==> src/ismd_pkg.sv <==
// ----------------------------------------------------------------------------
// ismd_pkg: shared constants and types for the Ising Metropolis step unit
// Grid geometry, field widths, command codes and controller/datapath links.
// ----------------------------------------------------------------------------
package ismd_pkg;

    // Grid geometry
    localparam int GRID_SIZE = 256;
    localparam int IDX_W     = $clog2(GRID_SIZE);

    // Field widths
    localparam int COORD_W   = 8;
    localparam int WEIGHT_W  = 16;
    localparam int SAMPLE_W  = 24;
    localparam int ENERGY_W  = 24;
    localparam int CMD_W     = 2;
    localparam int CFG_IDX_W = 4;

    // Packed stream widths
    localparam int IN_DATA_W  = 48;
    localparam int OUT_DATA_W = 32;

    // Intermediate widths
    localparam int SUM_W  = 5;                    // neighbour sum, -8..+8
    localparam int DATA_W = WEIGHT_W + 1;         // +/- gamma
    localparam int MUL_W  = WEIGHT_W + SUM_W;     // beta * signed sum
    localparam int DIFF_W = ENERGY_W - 1;         // half of deltaE

    // Register reset values
    localparam logic [WEIGHT_W-1:0] COUPLING_RESET = 16'd4096;
    localparam logic [WEIGHT_W-1:0] DATA_RESET     = 16'd4500;

    // Command codes
    localparam logic [CMD_W-1:0] CMD_LOAD    = 2'd0;
    localparam logic [CMD_W-1:0] CMD_PROPOSE = 2'd1;
    localparam logic [CMD_W-1:0] CMD_READ    = 2'd2;
    localparam logic [CMD_W-1:0] CMD_SPARE   = 2'd3;

    // Configuration register indexes
    localparam logic [CFG_IDX_W-1:0] CFG_COUPLING = 4'd0;
    localparam logic [CFG_IDX_W-1:0] CFG_DATA     = 4'd1;

    // Row read selection
    localparam logic [1:0] RD_CENTER = 2'd0;
    localparam logic [1:0] RD_UP     = 2'd1;
    localparam logic [1:0] RD_DOWN   = 2'd2;

    // Result kinds
    localparam logic [1:0] RES_ZERO = 2'd0;
    localparam logic [1:0] RES_LOAD = 2'd1;
    localparam logic [1:0] RES_READ = 2'd2;
    localparam logic [1:0] RES_PROP = 2'd3;

    typedef struct packed {
        logic       latch;
        logic       wr_load;
        logic       rd_en;
        logic [1:0] rd_sel;
        logic       cap_center;
        logic       cap_up;
        logic       cap_down;
        logic       mul_en;
        logic       res_en;
        logic [1:0] res_kind;
        logic       push;
    } ctrl_cmd_t;

    typedef struct packed {
        logic             in_grid;
        logic [CMD_W-1:0] command;
    } dp_stat_t;

endpackage

==> src/ismd_ctrl.sv <==
// ----------------------------------------------------------------------------
// ismd_ctrl: sequencing state machine of the Ising Metropolis step unit
// Steps each transaction through decode, row reads, multiply and evaluate.
// ----------------------------------------------------------------------------
module ismd_ctrl
    import ismd_pkg::*;
(
    input  logic      clk,
    input  logic      rst_n,
    input  logic      in_valid,
    output logic      in_ready,
    output logic      out_valid,
    input  logic      out_ready,
    input  dp_stat_t  stat,
    output ctrl_cmd_t cmd
);

    localparam logic [2:0] S_IDLE   = 3'd0;
    localparam logic [2:0] S_DECODE = 3'd1;
    localparam logic [2:0] S_CENTER = 3'd2;
    localparam logic [2:0] S_UP     = 3'd3;
    localparam logic [2:0] S_DOWN   = 3'd4;
    localparam logic [2:0] S_MUL    = 3'd5;
    localparam logic [2:0] S_EVAL   = 3'd6;
    localparam logic [2:0] S_DONE   = 3'd7;

    logic [2:0] state_reg;
    logic [2:0] state_next;
    logic       out_valid_reg;
    logic       out_valid_next;

    always_comb
    begin
        cmd        = '0;
        state_next = state_reg;
        in_ready   = 1'b0;
        unique case (state_reg)
            S_IDLE:
            begin
                in_ready = 1'b1;
                if (in_valid)
                begin
                    cmd.latch  = 1'b1;
                    state_next = S_DECODE;
                end
            end
            S_DECODE:
            begin
                if (!stat.in_grid)
                begin
                    cmd.res_en   = 1'b1;
                    cmd.res_kind = RES_ZERO;
                    state_next   = S_DONE;
                end
                else
                begin
                    case (stat.command) inside
                        CMD_LOAD:
                        begin
                            cmd.wr_load  = 1'b1;
                            cmd.res_en   = 1'b1;
                            cmd.res_kind = RES_LOAD;
                            state_next   = S_DONE;
                        end
                        CMD_PROPOSE, CMD_READ, CMD_SPARE:
                        begin
                            cmd.rd_en  = 1'b1;
                            cmd.rd_sel = RD_CENTER;
                            state_next = S_CENTER;
                        end
                        default:
                        begin
                            state_next = S_IDLE;
                        end
                    endcase
                end
            end
            S_CENTER:
            begin
                cmd.cap_center = 1'b1;
                if (stat.command == CMD_PROPOSE)
                begin
                    cmd.rd_en  = 1'b1;
                    cmd.rd_sel = RD_UP;
                    state_next = S_UP;
                end
                else
                begin
                    cmd.res_en   = 1'b1;
                    cmd.res_kind = RES_READ;
                    state_next   = S_DONE;
                end
            end
            S_UP:
            begin
                cmd.cap_up = 1'b1;
                cmd.rd_en  = 1'b1;
                cmd.rd_sel = RD_DOWN;
                state_next = S_DOWN;
            end
            S_DOWN:
            begin
                cmd.cap_down = 1'b1;
                state_next   = S_MUL;
            end
            S_MUL:
            begin
                cmd.mul_en = 1'b1;
                state_next = S_EVAL;
            end
            S_EVAL:
            begin
                cmd.res_en   = 1'b1;
                cmd.res_kind = RES_PROP;
                state_next   = S_DONE;
            end
            S_DONE:
            begin
                // hold until the output register is free
                if (!out_valid_reg || out_ready)
                begin
                    cmd.push   = 1'b1;
                    state_next = S_IDLE;
                end
            end
            default:
            begin
                state_next = S_IDLE;
            end
        endcase
    end

    always_comb
    begin
        if (cmd.push)
        begin
            out_valid_next = 1'b1;
        end
        else if (out_ready)
        begin
            out_valid_next = 1'b0;
        end
        else
        begin
            out_valid_next = out_valid_reg;
        end
    end

    always_ff @(posedge clk or negedge rst_n)
    begin
        if (!rst_n)
        begin
            state_reg     <= S_IDLE;
            out_valid_reg <= 1'b0;
        end
        else
        begin
            state_reg     <= state_next;
            out_valid_reg <= out_valid_next;
        end
    end

    assign out_valid = out_valid_reg;

endmodule

==> config.mk <==
export PLATFORM = sky130hd
export DESIGN_NAME = ismd_ctrl
export DESIGN_NICKNAME = d
export VERILOG_FILES = /design/src/ismd_pkg.sv /design/src/ismd_ctrl.sv
export SDC_FILE = /design/constraint.sdc
export NUM_CORES = 1
export LEC_CHECK = 0
export BUFFER_PORTS_ARGS = -buffer_cell sky130_fd_sc_hd__buf_2
export CORE_AREA = 4 4 41 43
export CTS_BUF_LIST = sky130_fd_sc_hd__clkbuf_16
export CTS_CLUSTER_DIAMETER = 150
export DETAILED_ROUTE_END_ITERATION = 16
export DIE_AREA = 0 0 45 47
export PLACE_DENSITY = 0.56
export SYNTH_ARGS = -nofsm -noshare
export SYNTH_HDL_FRONTEND = slang
export SYNTH_SLANG_ARGS = --single-unit
==> constraint.sdc <==
create_clock -name clk -period 1.6 [get_ports clk]
set_input_delay 0.16 -clock clk [delete_from_list [all_inputs] [get_ports clk]]
set_output_delay 0.16 -clock clk [all_outputs]
set_load 0.05 [all_outputs]
== Yosys cells after proc, flatten, opt, wreduce, memory -nomap -nowiden ==
Cells that the tools add are included.
Word-level totals
  input port bits: 7
  register bits after elaboration: 4
  word-level logic and storage cells: 50
  output and inout port bits: 15
Operators by class
  multiplexer cells: 29
  reduce and logical (&&, ||, !) cells: 7
  equality and inequality tests: 12
Operators by type and width (count)
  3-bit 2-to-1 mux: 11
  3-bit case mux with 8 select lines: 1
  3-bit case mux with 3 select lines: 2
  1-bit 2-to-1 mux: 13
  3-bit equality test (second input constant): 4
  3-bit by 2-bit equality test with 1-bit output (second input constant): 2
  2-bit equality test (second input constant): 2
  4-bit 2-to-1 mux: 1
  2-bit inequality test (second input constant): 2
  3-bit by 1-bit equality test with 1-bit output (second input constant): 1
  3-bit logical NOT: 1
  3-bit OR reduction: 1
  2-bit by 1-bit equality test with 1-bit output (second input constant): 1
  2-bit logical NOT: 1
  2-bit 2-to-1 mux: 1
  2-bit AND reduction: 1
  2-bit nonzero test: 1
  1-bit logical NOT: 1
  1-bit logical OR: 1

== Depth between registers and ports, before layout ==
Gate-level depths: netlist of the first run.
  depth after elaboration: 6
  gate-level depth with buffers: 4
  mapped depth without buffers: 3

== Least setup slack after synthesis of the first run ==
No wires, ideal clock.
  path kind: register to output
  start: register state_reg[0]
  end: output cmd[12] (netlist name)
  path slack: -0.320 ns
  data required time: 1.440 ns
  cell stages (with the launch flop): 4
  buffers on the path: 1
  arrival time: 1.760 ns
  cell sequence: dfrtp_1 > buf_2 > nor3_2 > and2_1
RTL lines
  start: declaration: RTL line ismd_ctrl.sv:27  | logic [2:0] state_reg;
  start signal: assignment: RTL line ismd_ctrl.sv:158  | state_reg <= state_next;
  end: declaration: RTL line ismd_ctrl.sv:15  | output ctrl_cmd_t cmd

==> flow_summary.yaml, run 1 <==
placement:
  gp_congestion: 0.839
  dp_hpwl_um: 749
  io_buffers: 21
cells_and_area:
  ff_latch_area_um2: 101
  layout.nets: 77
  antenna_cells: 0
  drive_gt1_share_pct: 48.5
  fillers: 136
  largest_register_ffs: 3
  multi_input_area_um2: 218
  syn_to_final_growth_pct: 67.4
yosys:
  yosys.area.top_type: "dfrtp_1"
  synth_top_area_share_pct: 29.6
  synth.net_count: 52
  avgSynthCellArea_um2: 7.51
  synthDistinctLibCells: 21
  synth.cell_area_um2: 338
  netlist_instances: 45
  yosysSeqAreaShare_pct: 29.6
  ys_seq_elements: 4
  yosys-top-cells-area: "dfrtp_1 30%, nor2_1 7.8%, buf_4 6.7%, nor3_1 5.9%, and3_1 5.6%"
  ys_warn_count: 0
timing:
  slew_headroom_pct: 83.8
  post-route-min-period_ns: 1.53
  fmax_mhz: 654
  period_share_pct: 95.5
  rsz0062_at_grt: "false"
  final_hold_viol_count: 0
  tns_ns: 0
  final.setup_skew_ns: 0.00260
  setup_viol: 0
  slew_violations: 0
  tightest_slew_ns: 0.240
clock_network:
  cts_root_buf: "clkbuf_16"
  tritoncts: "yes"
  path_clk_slew_ns: 0.03
  cts.sinks: 4
  clk_latency_ns: 0.23
  cts-buffers-inserted: 3
  cts_buffer_depth: 2
  htreeDepth: 1
worst_setup_path:
  slowest_stage: "dfrtp_2"
  endpoint_kind: "primary output"
  crit_type: "reg2out"
  start_kind: "register"
  crit_buf_inv: 1
  critPathMaxStageDelay_ns: 0.44
  worstPathArrival_ns: 1.37
  worst-path-max-fanout: 7
  cp.required_ns: 1.44
  cp_top_family: "flip-flops"
  cp_cell_sequence: "nor3b_2 -> and3_1 -> o21bai_2 -> buf_4"
floorplanning:
  fp.dieW_um: 45
  pin_count: 22
  initial_core_util_pct: 26.0
  dieArea_mm2: 0.00212
  rows: 13
  coreArea_mm2: 0.00130
  die-height_um: 47
routing:
  num_vias: 402
  met1Wirelength_um: 426
  drt-pass1-iter-count: 3
  post_drt_via_cell_ratio: 4.84
  finalWirelength_um: 985
  drt_iter0_drc: 3
  routed-wl-met2_um: 445
  routed-wl-met3_um: 69
  drc: 0
  post_drt_wl_per_cell_um: 11.9
  top_layer_used: "met4"
  ant_nets: 0
run_status:
  status: "completed"
run:
  max-cap-violations: 0
global_routing:
  grt_pass1_vias: 369
  gr-total-overflow: 0
  grt_usage_pct: 10.8
  grt_pass1_wl_mm: 1.56
  grt_max_degree: 11
  grt_antenna_before_repair: 0
worst_hold_path:
  hp-class: "in2reg"
## cell usage after synthesis
library cell / count
nor3b_2: 1
o221ai_1: 1
a211oi_1: 1
nand3_1: 1
and2_1: 1
nor3_1: 4
nor3_2: 1
a21boi_0: 1
o21bai_1: 1
inv_1: 2
buf_2: 2
o21ai_0: 3
buf_4: 3
nand2b_1: 3
nor2_1: 7
nand2_1: 1
nor2b_1: 2
o211ai_1: 1
and3_1: 3
a21oi_1: 2
dfrtp_1: 4
## worst register-to-register path, cell delays in order (launching register included)
cell and delay, ns:
dfrtp_1 0.40, buf_4 0.20, a21boi_0 0.25, o221ai_1 0.14
## cell families after synthesis
family                 Yosys count  synth area share (%)
and+or+nand+nor                 24                  39.6
AOI/OAI and AO/OA               10                  18.9
buffers and inverters            7                  11.9
DFF                              4                  29.6
## cell type report
type	instances	share of cell area (%)
Clock buffer	3	13.3
Inverter	2	1.33
Multi-Input combinational cell	34	38.5
Sequential cell	4	17.9
Tap cell	15	3.32
Timing Repair Buffer	25	25.7
## worst paths after layout
kind	start	end	slack [ns]	depth (start not counted)
max	state_reg[1]	cmd[1]	0.07	4
min	out_ready	out_valid	0.24	3
max reg2reg	state_reg[0]	state_reg[0]	0.47	3
min reg2reg	state_reg[2]	out_valid	0.65	2
max in group asynchronous	rst_n	state_reg[1]	1.20	2
min in group asynchronous	rst_n	state_reg[2]	0.27	2
## through the flow
stage	utilization, %	hold slack [ns]	instance area, µm²	setup WS (ns)	cells
after global placement	36.3	-0.0293	472	0.261	79
after detailed placement	36.3	-0.0285	472	0.229	79
final	43.5	0.243	566	0.0717	83
after CTS	43.2	0.245	562	0.0385	83
after global routing	43.5	0.253	566	0.00220	83
after floorplan	-	-0.136	358	-0.104	45
## per-layer routing
layer	track usage (%)	up-vias
li1	-	199
met1	12.2	180
met2	16.7	18
met3	2.30	5
met4	10.5	0
met5	0	-
## placed cells by master, fill, tap and decap left out, types with 2 or more instances in the layout
cell,count
buf_2,18
nor2_1,7
buf_4,5
nand2b_1,3
and3_1,3
clkbuf_16,3
dfrtp_1,3
inv_1,2
nor3_2,2
o21ai_0,2
nor2b_1,2
a21oi_1,2
nor3_1,2
## timing repair
action                                  in CTS  in global routing
resized for setup                            2                  2
endpoints found under the setup margin       2                  3
endpoints found under the hold margin        4                  0
buffers inserted                             0                  0
hold buffers                                 1                  0
Power of run 1 is left out: the tool's default activity adds up to more than one toggle a clock period on the data nets, which glitch-free logic cannot reach.
==> run 2, diff against run 1 <==
CTS_BUF_LIST = unset   (was sky130_fd_sc_hd__clkbuf_16)
==> flow_summary.yaml, run 2 (same netlist as run 1, synthesis figures left out) <==
timing:
  setup_viol: 0
  period_share_pct: 96.6
  final_hold_viol_count: 0
  tightest_slew_ns: 0.238
  hold_slack_ns: 0.237
  slew_violations: 0
  fmax_mhz: 647
  fin_ws_ns: 0.0547
  rsz0062_at_grt: "false"
  tns_ns: 0
  post-route-min-period_ns: 1.55
  final.setup_skew_ns: 0.00703
  slew_headroom_pct: 84.0
clock_network:
  cts-buffers-inserted: 3
  clk_latency_ns: 0.23
  cts_root_buf: "clkbuf_4"
  postCtsSetupBuffers: 0
  cts.sinks: 4
  path_clk_slew_ns: 0.04
  tritoncts: "yes"
  cts_buffer_depth: 2
  htreeDepth: 1
worst_setup_path:
  crit_start: "state_reg[1]"
  regToRegSetupSlack_ns: 0.46
  start_kind: "register"
  crit_type: "reg2out"
  endpoint_kind: "primary output"
  worst-path-max-fanout: 7
  rr_startpoint: "state_reg[2]"
  worstPathArrival_ns: 1.39
  cp.required_ns: 1.44
cells_and_area:
  fillers: 148
  final_common_cell: "buf_2"
  drive_gt1_share_pct: 48.5
  antenna_cells: 0
  mostFrequentLayoutCells: "18 x buf_2, 7 x nor2_1, 4 x clkbuf_4, 4 x buf_4"
  largest_register_ffs: 3
  syn_to_final_growth_pct: 53.0
  layout.nets: 77
routing:
  post_drt_via_cell_ratio: 4.82
  drc: 0
  drt-pass1-iter-count: 4
  ant_nets: 0
  post_drt_wl_per_cell_um: 11.1
  drt_iter0_drc: 3
  num_vias: 400
  finalWirelength_um: 923
worst_hold_path:
  hp-class: "in2reg"
  hold_start: "out_ready"
global_routing:
  grt_usage_pct: 9.60
  grt_pass1_wl_mm: 1.43
  grt_antenna_before_repair: 0
  grt_pass1_vias: 342
  gr-total-overflow: 0
  grt_max_degree: 11
floorplanning:
  coreArea_mm2: 0.00130
  fp.dieW_um: 45
  rows: 13
  die-height_um: 47
  dieArea_mm2: 0.00212
  pin_count: 22
  initial_core_util_pct: 26.0
placement:
  dp_hpwl_um: 749
  dp_slack_ns: 0.229
  gp_congestion: 0.839
  io_buffers: 21
run:
  max-cap-violations: 0
run_status:
  status: "completed"
-- run 2: cell counts in the layout (fill, tap and decap cells not counted) --
Identical to the previous run, type by type.
-- run 2: worst max-delay path, cell delays in order (launching register included) --
cell      delay [ns]
dfrtp_2         0.44
nor3b_2         0.21
and3_1          0.19
o21bai_2        0.11
buf_4           0.20
-- run 2: worst paths after layout --
kind | end | cells after the start
max | cmd[1] | 4
min | out_valid | 3
max reg2reg | state_reg[0] | 3
min reg2reg | out_valid | 2
max in group asynchronous | state_reg[1] | 2
min in group asynchronous | state_reg[2] | 2
-- run 2: repair_timing --
item,CTS,global route
gates resized for setup,2,3
hold buffers,1,0
endpoints found under the setup margin,2,4
cloned,0,0
hold endpoints to repair,4,0
-- run 2: area by class of cell --
type / count / area [µm²] / area share (%)
multi-input cells: 34 / 218 / 42.1
inverters: 2 / 7.51 / 1.45
repair buffers: 25 / 149 / 28.8
well taps: 15 / 18.8 / 3.63
flip-flops and latches: 4 / 101 / 19.6
clock buffers: 3 / 22.5 / 4.36
-- run 2: metrics by stage --
step | utilization (%) | cells | instance area (µm²)
6_report | 39.7 | 83 | 517
2_1_floorplan | - | 45 | 358
4_1_cts | 39.1 | 83 | 509
5_1_grt | 39.7 | 83 | 517
3_3_place_gp | 36.3 | 79 | 472
3_5_place_dp | 36.3 | 79 | 472
-- run 2: routing by layer --
layer	wire, µm	global-route usage, %	vias up
met5	0	0	-
met4	17	8.77	0
met3	67	1.15	2
met2	449	14.4	15
met1	389	12.0	182
li1	-	-	201
Power of run 2 is left out for the same reason.
